$ cat src/rtl/ird_pkg.sv
package ird_pkg;

  // timer ticks and frame geometry
  localparam int unsigned TickW    = 16;
  localparam int unsigned FrameW   = 32;
  localparam int unsigned BitCntW  = $clog2(FrameW);
  localparam int unsigned CfgIdxW  = 3;
  localparam int unsigned QueueDepth = 2;

  typedef logic [TickW-1:0] tick_t;

  // fixed pause windows for start and repeat bursts, exclusive bounds
  localparam tick_t StartPauseMin  = 16'd4000;
  localparam tick_t StartPauseMax  = 16'd5000;
  localparam tick_t RepeatPauseMin = 16'd2000;
  localparam tick_t RepeatPauseMax = 16'd2500;

  // register indexes on the configuration port
  localparam logic [CfgIdxW-1:0] CfgBitPulseMin   = 3'd0;
  localparam logic [CfgIdxW-1:0] CfgBitPulseMax   = 3'd1;
  localparam logic [CfgIdxW-1:0] CfgZeroPauseMin  = 3'd2;
  localparam logic [CfgIdxW-1:0] CfgZeroPauseMax  = 3'd3;
  localparam logic [CfgIdxW-1:0] CfgOnePauseMin   = 3'd4;
  localparam logic [CfgIdxW-1:0] CfgOnePauseMax   = 3'd5;
  localparam logic [CfgIdxW-1:0] CfgStartPulseMin = 3'd6;
  localparam logic [CfgIdxW-1:0] CfgStartPulseMax = 3'd7;

  typedef struct packed {
    tick_t bit_pulse_min;
    tick_t bit_pulse_max;
    tick_t zero_pause_min;
    tick_t zero_pause_max;
    tick_t one_pause_min;
    tick_t one_pause_max;
    tick_t start_pulse_min;
    tick_t start_pulse_max;
  } cfg_t;

  localparam cfg_t CfgReset = '{
    bit_pulse_min:   16'd400,
    bit_pulse_max:   16'd700,
    zero_pause_min:  16'd400,
    zero_pause_max:  16'd700,
    one_pause_min:   16'd1500,
    one_pause_max:   16'd1900,
    start_pulse_min: 16'd8500,
    start_pulse_max: 16'd9500
  };

  // symbol decided by the front end
  typedef enum logic [2:0] {
    SymNone,
    SymStart,
    SymRepeat,
    SymOne,
    SymZero
  } sym_e;

  // one queued request for the back end
  typedef struct packed {
    logic ack;
    sym_e sym;
  } cmd_t;

  // ascii keys
  localparam logic [7:0] KeyS     = 8'h53;
  localparam logic [7:0] KeyW     = 8'h57;
  localparam logic [7:0] KeyT     = 8'h54;
  localparam logic [7:0] KeyMinus = 8'h2d;
  localparam logic [7:0] KeyPlus  = 8'h2b;
  localparam logic [7:0] KeyNone  = 8'h00;

  function automatic logic [7:0] key_of(logic [7:0] cmd);
    logic [7:0] key;
    unique case (cmd)
      8'd1:    key = KeyS;
      8'd2:    key = KeyW;
      8'd3:    key = KeyT;
      8'd4:    key = KeyMinus;
      8'd5:    key = KeyPlus;
      default: key = KeyNone;
    endcase
    return key;
  endfunction

endpackage

$ cat src/rtl/ird_if.sv
interface ird_req_if;
  logic        valid;
  logic        ready;
  logic        op;
  logic [15:0] capture_time;
  logic        line_level;

  modport source (output valid, output op, output capture_time, output line_level,
                  input ready);
  modport sink (input valid, input op, input capture_time, input line_level,
                output ready);
endinterface

interface ird_res_if;
  logic        valid;
  logic        ready;
  logic        frame_ready;
  logic [15:0] address;
  logic [7:0]  command;
  logic [7:0]  key_code;

  modport source (output valid, output frame_ready, output address, output command,
                  output key_code, input ready);
  modport sink (input valid, input frame_ready, input address, input command,
                input key_code, output ready);
endinterface

$ cat src/rtl/ird_front.sv
module ird_front import ird_pkg::*; (
  input  logic  clk_i,
  input  logic  rst_ni,
  input  cfg_t  cfg_i,
  input  logic  accept_i,
  input  logic  op_i,
  input  tick_t capture_time_i,
  input  logic  line_level_i,
  output cmd_t  cmd_o
);

  tick_t last_edge_q, last_edge_d;
  tick_t pulse_q, pulse_d;
  tick_t delta;
  logic  bit_pulse, start_pulse;

  function automatic logic in_window(tick_t v, tick_t lo, tick_t hi);
    return (v > lo) && (v < hi);
  endfunction

  // time since last edge, wraps with the timer
  assign delta = capture_time_i - last_edge_q;

  assign bit_pulse   = in_window(pulse_q, cfg_i.bit_pulse_min, cfg_i.bit_pulse_max);
  assign start_pulse = in_window(pulse_q, cfg_i.start_pulse_min, cfg_i.start_pulse_max);

  // classify the pulse/pause pair on the edge that ends a pause
  always_comb begin
    cmd_o.ack = op_i;
    cmd_o.sym = SymNone;
    if (!op_i && !line_level_i) begin
      if (bit_pulse) begin
        if (in_window(delta, cfg_i.zero_pause_min, cfg_i.zero_pause_max)) begin
          cmd_o.sym = SymZero;
        end else if (in_window(delta, cfg_i.one_pause_min, cfg_i.one_pause_max)) begin
          cmd_o.sym = SymOne;
        end
      end else if (start_pulse) begin
        if (in_window(delta, StartPauseMin, StartPauseMax)) begin
          cmd_o.sym = SymStart;
        end else if (in_window(delta, RepeatPauseMin, RepeatPauseMax)) begin
          cmd_o.sym = SymRepeat;
        end
      end
    end
  end

  // edge timing state
  always_comb begin
    last_edge_d = last_edge_q;
    pulse_d     = pulse_q;
    if (accept_i && !op_i) begin
      last_edge_d = capture_time_i;
      if (line_level_i) begin
        pulse_d = delta;
      end
    end
  end

  always_ff @(posedge clk_i or negedge rst_ni) begin
    if (!rst_ni) begin
      last_edge_q <= '0;
      pulse_q     <= '0;
    end else begin
      last_edge_q <= last_edge_d;
      pulse_q     <= pulse_d;
    end
  end

endmodule

$ cat src/rtl/ird_fifo.sv
module ird_fifo import ird_pkg::*; (
  input  logic clk_i,
  input  logic rst_ni,
  input  logic wr_valid_i,
  output logic wr_ready_o,
  input  cmd_t wr_data_i,
  output logic rd_valid_o,
  input  logic rd_ready_i,
  output cmd_t rd_data_o
);

  localparam int unsigned PtrW = (QueueDepth > 1) ? $clog2(QueueDepth) : 1;
  localparam int unsigned CntW = $clog2(QueueDepth + 1);

  cmd_t            mem_q [QueueDepth];
  logic [PtrW-1:0] wr_ptr_q, wr_ptr_d;
  logic [PtrW-1:0] rd_ptr_q, rd_ptr_d;
  logic [CntW-1:0] count_q, count_d;
  logic            push, pop;

  assign wr_ready_o = (count_q != CntW'(QueueDepth));
  assign rd_valid_o = (count_q != '0);
  assign rd_data_o  = mem_q[rd_ptr_q];
  assign push       = wr_valid_i && wr_ready_o;
  assign pop        = rd_valid_o && rd_ready_i;

  function automatic logic [PtrW-1:0] ptr_inc(logic [PtrW-1:0] p);
    return (p == PtrW'(QueueDepth - 1)) ? '0 : PtrW'(p + 1'b1);
  endfunction

  // pointer and fill count update
  always_comb begin
    wr_ptr_d = push ? ptr_inc(wr_ptr_q) : wr_ptr_q;
    rd_ptr_d = pop ? ptr_inc(rd_ptr_q) : rd_ptr_q;
    count_d  = count_q;
    if (push && !pop) begin
      count_d = CntW'(count_q + 1'b1);
    end else if (pop && !push) begin
      count_d = CntW'(count_q - 1'b1);
    end
  end

  always_ff @(posedge clk_i or negedge rst_ni) begin
    if (!rst_ni) begin
      wr_ptr_q <= '0;
      rd_ptr_q <= '0;
      count_q  <= '0;
    end else begin
      wr_ptr_q <= wr_ptr_d;
      rd_ptr_q <= rd_ptr_d;
      count_q  <= count_d;
    end
  end

  // queue storage
  always_ff @(posedge clk_i) begin
    if (push) begin
      mem_q[wr_ptr_q] <= wr_data_i;
    end
  end

endmodule

$ cat src/rtl/ird_back.sv
module ird_back import ird_pkg::*; (
  input  logic        clk_i,
  input  logic        rst_ni,
  input  logic        cmd_valid_i,
  output logic        cmd_ready_o,
  input  cmd_t        cmd_i,
  output logic        res_valid_o,
  input  logic        res_ready_i,
  output logic        frame_ready_o,
  output logic [15:0] address_o,
  output logic [7:0]  command_o,
  output logic [7:0]  key_code_o
);

  localparam logic [1:0] StIdle     = 2'd0;
  localparam logic [1:0] StReceive  = 2'd1;
  localparam logic [1:0] StReceived = 2'd2;

  logic [1:0]        state_q, state_d;
  logic [BitCntW-1:0] cnt_q, cnt_d;
  logic [FrameW-1:0] bits_q, bits_d;
  logic              pop, release_frame, show;
  logic [7:0]        key;

  logic              valid_q;
  logic              frame_ready_q, frame_ready_d;
  logic [15:0]       address_q, address_d;
  logic [7:0]        command_q, command_d;
  logic [7:0]        key_q;

  assign cmd_ready_o = !valid_q || res_ready_i;
  assign pop         = cmd_valid_i && cmd_ready_o;

  // receive sequencer
  always_comb begin
    state_d       = state_q;
    cnt_d         = cnt_q;
    bits_d        = bits_q;
    key           = KeyNone;
    release_frame = 1'b0;
    if (cmd_i.ack) begin
      if (state_q == StReceived) begin
        key           = key_of(bits_q[23:16]);
        state_d       = StIdle;
        release_frame = 1'b1;
      end
    end else if (cmd_i.sym != SymNone && state_q != StReceived) begin
      if (state_q != StReceive) begin
        state_d = StIdle;
        if (cmd_i.sym == SymStart) begin
          cnt_d   = '0;
          state_d = StReceive;
        end
      end else if (cmd_i.sym == SymStart || cmd_i.sym == SymRepeat) begin
        cnt_d = '0;
      end else begin
        bits_d[cnt_q] = (cmd_i.sym == SymOne);
        cnt_d         = BitCntW'(cnt_q + 1'b1);
        if (cnt_q == BitCntW'(FrameW - 1)) begin
          // command byte against its inverse
          state_d = ((bits_d[23:16] ^ bits_d[31:24]) == 8'hff) ? StReceived : StIdle;
        end
      end
    end
  end

  // result fields
  always_comb begin
    frame_ready_d = (state_d == StReceived);
    show          = release_frame || frame_ready_d;
    address_d     = show ? {bits_d[7:0], bits_d[15:8]} : '0;
    command_d     = show ? bits_d[23:16] : '0;
  end

  always_ff @(posedge clk_i or negedge rst_ni) begin
    if (!rst_ni) begin
      state_q <= StIdle;
      cnt_q   <= '0;
      bits_q  <= '0;
      valid_q <= 1'b0;
    end else begin
      if (pop) begin
        state_q <= state_d;
        cnt_q   <= cnt_d;
        bits_q  <= bits_d;
        valid_q <= 1'b1;
      end else if (res_ready_i) begin
        valid_q <= 1'b0;
      end
    end
  end

  // output register
  always_ff @(posedge clk_i) begin
    if (pop) begin
      frame_ready_q <= frame_ready_d;
      address_q     <= address_d;
      command_q     <= command_d;
      key_q         <= key;
    end
  end

  assign res_valid_o   = valid_q;
  assign frame_ready_o = frame_ready_q;
  assign address_o     = address_q;
  assign command_o     = command_q;
  assign key_code_o    = key_q;

endmodule

$ cat src/rtl/ir_remote_frame_decoder_core.sv
// infrared remote frame decoder, nec style
//
// req_i carries one request per line edge (op 0: capture time and level
// after the edge) or an acknowledge (op 1). res_o returns exactly one result
// per request, in order: frame_ready, the held address and command, and the
// key code on the acknowledge that releases a frame.
// a request is classified into the queue, then the receive sequencer moves
// it into the output register, where its result is valid. throughput: one
// request per cycle while res_o does not stall; the receive sequencer takes
// a queued request whenever its output register is free or being taken.
// when res_o stalls, the two-entry queue and the output register hold up
// to three results before req_i.ready drops; edge timing keeps running
// only as requests are accepted.
// reset clears the timing state, the receiver and the queue and loads the
// default timing windows. the cfg port writes one window register per
// cycle; write only while no request is in flight.
module ir_remote_frame_decoder_core import ird_pkg::*; (
  input  logic               clk_i,
  input  logic               rst_ni,
  input  logic               cfg_we_i,
  input  logic [CfgIdxW-1:0] cfg_idx_i,
  input  tick_t              cfg_wdata_i,
  ird_req_if.sink            req_i,
  ird_res_if.source          res_o
);

  cfg_t cfg_q;
  cmd_t front_cmd, queue_cmd;
  logic queue_ready, queue_valid, back_ready, accept;

  // window registers
  always_ff @(posedge clk_i or negedge rst_ni) begin
    if (!rst_ni) begin
      cfg_q <= CfgReset;
    end else if (cfg_we_i) begin
      unique case (cfg_idx_i)
        CfgBitPulseMin:   cfg_q.bit_pulse_min   <= cfg_wdata_i;
        CfgBitPulseMax:   cfg_q.bit_pulse_max   <= cfg_wdata_i;
        CfgZeroPauseMin:  cfg_q.zero_pause_min  <= cfg_wdata_i;
        CfgZeroPauseMax:  cfg_q.zero_pause_max  <= cfg_wdata_i;
        CfgOnePauseMin:   cfg_q.one_pause_min   <= cfg_wdata_i;
        CfgOnePauseMax:   cfg_q.one_pause_max   <= cfg_wdata_i;
        CfgStartPulseMin: cfg_q.start_pulse_min <= cfg_wdata_i;
        CfgStartPulseMax: cfg_q.start_pulse_max <= cfg_wdata_i;
      endcase
    end
  end

  assign req_i.ready = queue_ready;
  assign accept      = req_i.valid && queue_ready;

  // edge timing and symbol classification
  ird_front u_front (
    .clk_i          (clk_i),
    .rst_ni         (rst_ni),
    .cfg_i          (cfg_q),
    .accept_i       (accept),
    .op_i           (req_i.op),
    .capture_time_i (req_i.capture_time),
    .line_level_i   (req_i.line_level),
    .cmd_o          (front_cmd)
  );

  // decoupling queue
  ird_fifo u_fifo (
    .clk_i      (clk_i),
    .rst_ni     (rst_ni),
    .wr_valid_i (req_i.valid),
    .wr_ready_o (queue_ready),
    .wr_data_i  (front_cmd),
    .rd_valid_o (queue_valid),
    .rd_ready_i (back_ready),
    .rd_data_o  (queue_cmd)
  );

  // frame assembly and result register
  ird_back u_back (
    .clk_i         (clk_i),
    .rst_ni        (rst_ni),
    .cmd_valid_i   (queue_valid),
    .cmd_ready_o   (back_ready),
    .cmd_i         (queue_cmd),
    .res_valid_o   (res_o.valid),
    .res_ready_i   (res_o.ready),
    .frame_ready_o (res_o.frame_ready),
    .address_o     (res_o.address),
    .command_o     (res_o.command),
    .key_code_o    (res_o.key_code)
  );

endmodule

$ cat src/flat_wrapper.sv
// flat-port wrapper written by rule: the top's interface ports become plain ports
module ir_remote_frame_decoder_core_flat import ird_pkg::*;
  (clk_i, rst_ni, cfg_we_i, cfg_idx_i, cfg_wdata_i, req_i_valid, req_i_op, req_i_capture_time, req_i_line_level, req_i_ready, res_o_valid, res_o_frame_ready, res_o_address, res_o_command, res_o_key_code, res_o_ready);
  ird_req_if req_i_i ();
  ird_res_if res_o_i ();
  input  logic clk_i;
  input  logic rst_ni;
  input  logic cfg_we_i;
  input  logic [CfgIdxW-1:0] cfg_idx_i;
  input  tick_t cfg_wdata_i;
  input wire logic [$bits(req_i_i.valid)-1:0] req_i_valid;
  input wire logic [$bits(req_i_i.op)-1:0] req_i_op;
  input wire logic [$bits(req_i_i.capture_time)-1:0] req_i_capture_time;
  input wire logic [$bits(req_i_i.line_level)-1:0] req_i_line_level;
  output wire logic [$bits(req_i_i.ready)-1:0] req_i_ready;
  output wire logic [$bits(res_o_i.valid)-1:0] res_o_valid;
  output wire logic [$bits(res_o_i.frame_ready)-1:0] res_o_frame_ready;
  output wire logic [$bits(res_o_i.address)-1:0] res_o_address;
  output wire logic [$bits(res_o_i.command)-1:0] res_o_command;
  output wire logic [$bits(res_o_i.key_code)-1:0] res_o_key_code;
  input wire logic [$bits(res_o_i.ready)-1:0] res_o_ready;
  assign req_i_i.valid = req_i_valid;
  assign req_i_i.op = req_i_op;
  assign req_i_i.capture_time = req_i_capture_time;
  assign req_i_i.line_level = req_i_line_level;
  assign req_i_ready = req_i_i.ready;
  assign res_o_valid = res_o_i.valid;
  assign res_o_frame_ready = res_o_i.frame_ready;
  assign res_o_address = res_o_i.address;
  assign res_o_command = res_o_i.command;
  assign res_o_key_code = res_o_i.key_code;
  assign res_o_i.ready = res_o_ready;
  ir_remote_frame_decoder_core u_core (.clk_i(clk_i), .rst_ni(rst_ni), .cfg_we_i(cfg_we_i), .cfg_idx_i(cfg_idx_i), .cfg_wdata_i(cfg_wdata_i), .req_i(req_i_i), .res_o(res_o_i));
endmodule
$ cat config.mk
export PLATFORM = sky130hd
export DESIGN_NAME = ir_remote_frame_decoder_core_flat
export DESIGN_NICKNAME = d
export VERILOG_FILES = /design/src/rtl/ird_pkg.sv /design/src/rtl/ird_if.sv /design/src/rtl/ird_front.sv /design/src/rtl/ird_fifo.sv /design/src/rtl/ird_back.sv /design/src/rtl/ir_remote_frame_decoder_core.sv /design/src/flat_wrapper.sv
export SDC_FILE = /design/constraint.sdc
export NUM_CORES = 1
export LEC_CHECK = 0
export ABC_AREA = 1
export ABC_CLOCK_PERIOD_IN_PS = 3400
export BUFFER_PORTS_ARGS = -buffer_cell sky130_fd_sc_hd__buf_2
export CAP_MARGIN = 10
export CORE_MARGIN = 2
export CORE_UTILIZATION = 52
export CTS_BUF_LIST = sky130_fd_sc_hd__clkbuf_8
export DETAILED_ROUTE_END_ITERATION = 12
export GPL_ROUTABILITY_DRIVEN = 0
export PLACE_DENSITY_LB_ADDON = 0.25
export SLEW_MARGIN = 20
export SYNTH_ARGS = -nofsm -noshare
export SYNTH_HDL_FRONTEND = slang
export SYNTH_SLANG_ARGS = --single-unit
$ cat constraint.sdc
create_clock -name clk_i -period 3.4 [get_ports clk_i]
set_clock_uncertainty 0.05 [all_clocks]
set_input_delay 0 -clock clk_i [delete_from_list [all_inputs] [get_ports clk_i]]
set_output_delay 0 -clock clk_i [all_outputs]
set_load 0.03 [all_outputs]
==> impl_metrics.ini, run 1 <==
[power_and_ir_drop]
internal_power_w = 0.00836
seq_power_share_pct = 29.7
p_sw_w = 0.00688
p_leak_nw = 8.18
combPwrFrac_pct = 52.5
p_per_area_nw_per_um2 = 919
peakVddDrop_mv = 0.428
netSwitchingFraction_pct = 45.1
p_clk_share_pct = 17.8

[clock_tree]
clock_path_buffers = 3
clockRootBuffer = clkbuf_8
cts_buffers = 44
numClockSinks = 242
clkSlewWorstSetupHoldPaths_ns = 0.06
cts_max_level = 2
cts_tree = yes
clock_latency_ns = 0.57

[synth]
synth-seq-cells = 242
synthArstFlopShare_pct = 84.3
syn_area_um2 = 14200
synth_top_family_by_area = simple AND/OR/NAND/NOR gates
synthCells = 1719
synth-edff-count = 38
synth_compound_area_share_pct = 14.4
synth_area_leaders = dfrtp_1, ha_1, nand2_1
synth-main-ff-cell = dfrtp_1
synthesis.nets = 1899
synth-xor-area-share_pct = 0.804
yosys.area.top_type_share_pct = 28.5
ys_seq_area_share_pct = 44.5
muxShareOfSynthArea_pct = 1.43
syn_avg_cell_area_um2 = 8.24
yosysUniqueCellTypes = 51
synth-adder-area-share_pct = 12.2
synth_largest_area_cell = dfrtp_1
synthSimpleGateAreaFrac_pct = 18.4
yosys_warnings = 0

[floorplan]
initial_core_util_pct = 52.7
num_io_pins = 77
num_rows = 60
coreArea_um2 = 26900
die_h_um = 169
die_x_um = 169
dieArea_um2 = 28600

[final_layout]
finish.net_count = 2040
n_antenna_cell = 0
stdcell_area_um2 = 16600
areaGrowthSynthToFinish_pct = 17.1
layout-drive-gt1-share_pct = 16.2
num-fill-cells = 2366
final_common_cell = nand2_1
regArea_um2 = 6300
finish.cell_count_without_fillers = 2235
final_cell_mix = nand2_1, inv_1, o21ai_0
multi_input_area_um2 = 7030

[detailed_routing]
avgViaCountPerCell = 5.34
drtIter0Drc = 749
drt_wl_total_um = 35100
wl_per_cell_um = 15.7
drtAntennaViolNets = 0
first_pass_iters = 5
num_vias = 11936
drc = 0

[hold_path]
hold_path.class = input pin to register
min_from = cfg_idx_i[1]

[critical_path]
critPathCaptureType = register
max_stage_delay_ns = 0.42
cpMaxStageDelayCell = fa_2
r2r-start = u_core.u_front.last_edge_q[0]
crit_path_start = u_core.u_front.last_edge_q[0]
path_max_fanout = 4
crit_type = register to register
cp_cell_sequence = ha_2, inv_2, fa_2, nand3_2, nand3_2, nand2_2, nand2_4, buf_12, xnor2_4, inv_2, ha_4, nand2_2, o21a_1, o21ai_1, nand2_1, nand3b_1, nand2_1, a21oi_1, nor2_1, nand2_1, nand3_2, a21oi_2
cp.arrival_ns = 3.63
worstPathRequired_ns = 3.76
start_kind = register

[placement]
pre_cts_ws_ns = 0.0236
port_buffers = 75
dpl.cell_count = 2111
placedInstanceArea_um2 = 15000
detailed_place_hpwl_um = 25000

[global_route]
grt_max_degree = 99
grt.overflow.total = 0
grtUsageTotal_pct = 25.1
antenna_found_initial = 0
grt_pass1_wl_um = 57800
grt_pass1_vias = 11702

[timing]
setup_viol = 0
hold_violations = 0
period_needed_ns = 3.28
relSlewSlack_pct = 26.4
max_freq_mhz = 305
fin_ws_ns = 0.124
grt_setup_unrepaired = true
drv_slew = 0
tightest_slew_ns = 1.10
fin_crit_sh_pct = 96.4

[outcome]
status = complete, no violations

[flow_run]
maxCapViolCount = 0
==> power by group through the flow <==
stage	combinational, W	sequential (W)	clock, W
floorplan	0.00496	0.00472	0
global placement	0.00709	0.00453	0
CTS	0.00740	0.00452	0.00278
detailed placement	0.00729	0.00456	0
finish	0.00801	0.00452	0.00272
global route	0.00906	0.00463	0.00290
==> cells by family (layout without fill, tap and decap cells) <==
group,after synthesis,after routing
simple gates,637,637
compound gates,372,372
buf+inv,297,472
flops,242,242
fa+ha+maj,138,138
mux,19,19
xor+xnor,13,13
other cells,1,1
==> cell usage after synthesis (all sizes together), types with 2 or more instances <==
cell    count
o31ai       2
xor2        8
xnor2       5
nor4b       2
o21bai      7
mux2i      19
a31oi       3
nor3       17
o211ai      3
nor2       96
o21ai     235
a21o        2
ha        137
o21a        8
or2         2
clkbuf     39
a211oi      4
a21boi      2
clkinv      3
inv       246
nand3b      7
nand4      16
a21oi     101
buf         9
o22ai       2
edfxtp     38
dfstp      43
dfrtp     161
nand3      55
nand2     440
==> sequential cells by signal, indices dropped and copies added (netlist names), 2 cells and up <==
register	flops
u_core.u_front.pulse_q	16
u_core.u_back.key_code_o	5
u_core.u_back.cnt_q	5
u_core.u_back.command_o	8
u_core.u_back.address_o	16
u_core.cfg_q	128
u_core.u_fifo.count_q	2
u_core.u_back.state_q	2
u_core.u_fifo.mem_q	8
u_core.u_back.bits_q	32
u_core.u_front.last_edge_q	16
==> per-layer routing <==
metal / vias up / part of all wire (%) / global-route usage [%]
li1: 5918 / - / -
met1: 5685 / 47 / 34.7
met2: 262 / 47 / 41.5
met3: 71 / 4.4 / 3.44
met4: 0 / 2.2 / 7.02
met5: - / 0 / 0
==> path summary, 6_finish.rpt <==
check / depth (start not counted) / slack [ns] / to
worst max-delay path: 22 / 0.12 / u_core.u_fifo.mem_q[0][1]
worst min-delay path: 6 / 0.04 / u_core.cfg_q[13]
worst max register to register: 22 / 0.12 / u_core.u_fifo.mem_q[0][1]
worst min register to register: 1 / 0.42 / u_core.u_fifo.count_q[0]
max in group asynchronous: 3 / 2.20 / u_core.cfg_q[37]
min in group asynchronous: 2 / 0.06 / u_core.u_front.last_edge_q[14]
==> worst max-delay path: cells and delay by family (launching register included) <==
family	cells	cell delay (ns)
AOI/OAI and AO/OA	4	0.53
adders and majority gates	3	0.89
and+or+nand+nor	11	0.83
xor gates and xnor gates	1	0.19
buffers and inverters	3	0.28
DFF	1	0.34
==> cell type report <==
cell class | count | area share (%)
Multi-Input combinational cell | 1180 | 42.4
Sequential cell | 242 | 38.0
Clock inverter | 25 | 0.717
Clock buffer | 55 | 4.56
Timing Repair Buffer | 143 | 6.10
Inverter | 249 | 5.66
Tap cell | 341 | 2.57
==> per-stage QoR <==
| stage | hold WS (ns) | total power (W) | setup TNS [ns] | utilization (%) |
|---|---|---|---|---|
| final | 0.0392 | 0.0152 | 0 | 61.7 |
| after global routing | 0.0738 | 0.0166 | -0.496 | 61.7 |
| after CTS | 0.00880 | 0.0147 | 0 | 60.3 |
| after detailed placement | 0.107 | 0.0118 | 0 | 55.6 |
| after global placement | 0.101 | 0.0116 | 0 | 55.6 |
| after floorplan | -0.346 | 0.00968 | 0 | - |
==> what timing repair did <==
item,CTS,global route
setup endpoints to repair,2,6
buffers inserted,2,5
hold endpoints to repair,258,0
pin swaps,1,18
gates resized for setup,0,66
gates cloned,0,0
hold buffers,37,0
Note: power is estimated with default switching activity, not from simulation.
==> run 2, diff against run 1 <==
--- a/config.mk
+++ b/config.mk
@@ -15,6 +15,7 @@
 export DETAILED_ROUTE_END_ITERATION = 12
 export GPL_ROUTABILITY_DRIVEN = 0
 export PLACE_DENSITY_LB_ADDON = 0.25
+export RECOVER_POWER = 100
 export SLEW_MARGIN = 20
 export SYNTH_ARGS = -nofsm -noshare
 export SYNTH_HDL_FRONTEND = slang
==> run 2 against run 1 <==
Compared with the run above: the flow now finishes with violations (max-capacitance violations, max-slew violations); first-iteration DRC count shrank 1.6%; combinational power shrank 2%; core utilization down 0.70 points; final cell count unchanged; clock power hardly changed; register-to-register slack about the same; die area unchanged; via count grew 0.45%; sequential power about the same; sequential share of layout area rose by 0.43 points; wire length about the same; non-clock buffer count unchanged.
==> impl_metrics.ini, run 2 (synthesis results as in run 1) <==
[hold_path]
min_from = cfg_idx_i[2]
hold-path-endpoint = u_core.cfg_q[13]
hold_path_depth = 6
hold_path.class = input pin to register

[floorplan]
die_h_um = 169
coreArea_um2 = 26900
num_rows = 60
dieArea_um2 = 28600
die_x_um = 169
initial_core_util_pct = 52.7
num_io_pins = 77

[placement]
pre_cts_ws_ns = 0.0236
detailed_place_hpwl_um = 25000
port_buffers = 75

[critical_path]
r2r_end = u_core.u_fifo.mem_q[0][1]
reg2reg_depth = 22
max_stage_delay_ns = 0.42
r2r-start = u_core.u_front.last_edge_q[0]
cp_cell_sequence = ha_2, inv_2, fa_2, nand3_2, nand3_2, nand2_2, nand2_4, buf_12, xnor2_4, inv_2, ha_4, nand2_2, o21a_1, o21ai_1, nand2_1, nand3b_1, nand2_1, a21oi_1, nor2_1, nand2_1, nand3_2, a21oi_2
worst-path-buf-inv = 3
rrSetupSlack_ns = 0.13
critPathCaptureType = register
path_max_fanout = 4
cpMaxStageDelayCell = fa_2
worstPathRequired_ns = 3.75
cp.arrival_ns = 3.62
crit_type = register to register
cpLargestDelayFamily = adder cells
start_kind = register

[timing]
fin_ws_ns = 0.134
tightest_slew_ns = 2.53
grt_setup_unrepaired = true
fin_crit_sh_pct = 96.1
drv_slew = 133
setup_tns_ns = 0
relSlewSlack_pct = -69.0
max_freq_mhz = 306
setup_viol = 0
period_needed_ns = 3.27
hold_violations = 0
fin_hold_ws_ns = 0.0315

[global_route]
grt_pass1_vias = 11702
antenna_found_initial = 0
grt.overflow.total = 0
grtUsageTotal_pct = 25.1
grt_max_degree = 99
grt_pass1_wl_um = 57800

[detailed_routing]
avgViaCountPerCell = 5.36
num_vias = 11990
drc = 0
drt_wl_total_um = 35100
first_pass_iters = 5
drtAntennaViolNets = 0
wl_per_cell_um = 15.7
drtIter0Drc = 737

[power_and_ir_drop]
p_leak_nw = 8.03
p_per_area_nw_per_um2 = 920
peakVddDrop_mv = 0.430
total_power_w = 0.0151

[final_layout]
finish.net_count = 2040
regArea_um2 = 6300
areaGrowthSynthToFinish_pct = 15.8
num-fill-cells = 2422
layout-drive-gt1-share_pct = 12.7
multi_input_area_um2 = 6930
fin_util_pct = 61.0
final_cell_mix = nand2_1, inv_1, o21ai_0
final_common_cell = nand2_1
max_flop_register = u_core.cfg_q
largest_register_ffs = 128
reg.largest.list = u_core.cfg_q: 128 flops, u_core.u_back.bits_q: 32 flops
n_antenna_cell = 0

[flow_run]
maxCapViolCount = 2

[clock_tree]
cts_max_level = 2
cts_buffers = 44
clock_latency_ns = 0.57
numClockSinks = 242
clock_path_buffers = 3
clkSlewWorstSetupHoldPaths_ns = 0.06
clockRootBuffer = clkbuf_8
cts_tree = yes

[outcome]
violations = max-capacitance violations, max-slew violations
status = finished with violations
## run 2: cell type report
cell class                 instances  area share (%)
sequential                       242            38.4
clock buffer                      55            4.62
tap                              341            2.60
inverter                         249            5.72
timing repair buffer             143            5.63
clock inverter                    25           0.725
multi-input combinational       1180            42.3
## run 2: how the worst max path moves through the flow
stage	startpoint	endpoint	slack, ns	cells after the start
3_3_place_gp	u_core.u_front.last_edge_q[4]	u_core.u_fifo.mem_q[1][1]	0.14	18
2_1_floorplan	u_core.u_back.res_valid_o	u_core.u_fifo.count_q[1]	0.24	9
6_report	u_core.u_front.last_edge_q[0]	u_core.u_fifo.mem_q[0][1]	0.13	22
4_1_cts	u_core.u_front.last_edge_q[0]	u_core.u_fifo.mem_q[0][1]	0.02	20
5_1_grt	u_core.u_front.last_edge_q[2]	u_core.u_fifo.mem_q[0][1]	-0.14	22
3_5_place_dp	u_core.u_front.last_edge_q[4]	u_core.u_fifo.mem_q[0][1]	0.02	18
## run 2: timing repair
action / CTS / global route
endpoints found under the hold margin: 258 / 0
setup endpoints to repair: 2 / 6
resized for setup: 0 / 66
pin swaps: 1 / 18
setup buffers: 2 / 5
hold buffers: 37 / 0
## run 2: per-layer routing
metal | global-route usage, % | vias to the layer above | wire length, um
li1 | - | 5914 | -
met2 | 41.5 | 307 | 16500
met4 | 7.02 | 0 | 791
met5 | 0 | - | 0
met3 | 3.44 | 73 | 1820
met1 | 34.7 | 5696 | 16100
## run 2: stage by stage
stage | instances | area (um^2)
floorplan | 1719 | 14200
global placement | 2111 | 15000
detailed placement | 2111 | 15000
CTS | 2230 | 16200
global route | 2235 | 16400
finish | 2235 | 16400
## run 2: worst reg2reg max path: cells and delay by family (launching register included)
family / cells / cell delay (ns)
compound gates: 4 / 0.52
xor+xnor: 1 / 0.19
fa+ha+maj: 3 / 0.89
buf+inv: 3 / 0.28
flops: 1 / 0.34
simple gates: 11 / 0.83
## run 2: report_power, final
| group | total [W] | internal, W | switching [W] | leakage (nW) |
|---|---|---|---|---|
| sequential | 0.00453 | 0.00395 | 0.000582 | 2.87 |
| clock | 0.00271 | 0.00146 | 0.00125 | 0.510 |
| combinational | 0.00785 | 0.00287 | 0.00498 | 4.65 |
| total | 0.0151 | 0.00828 | 0.00681 | 8.03 |
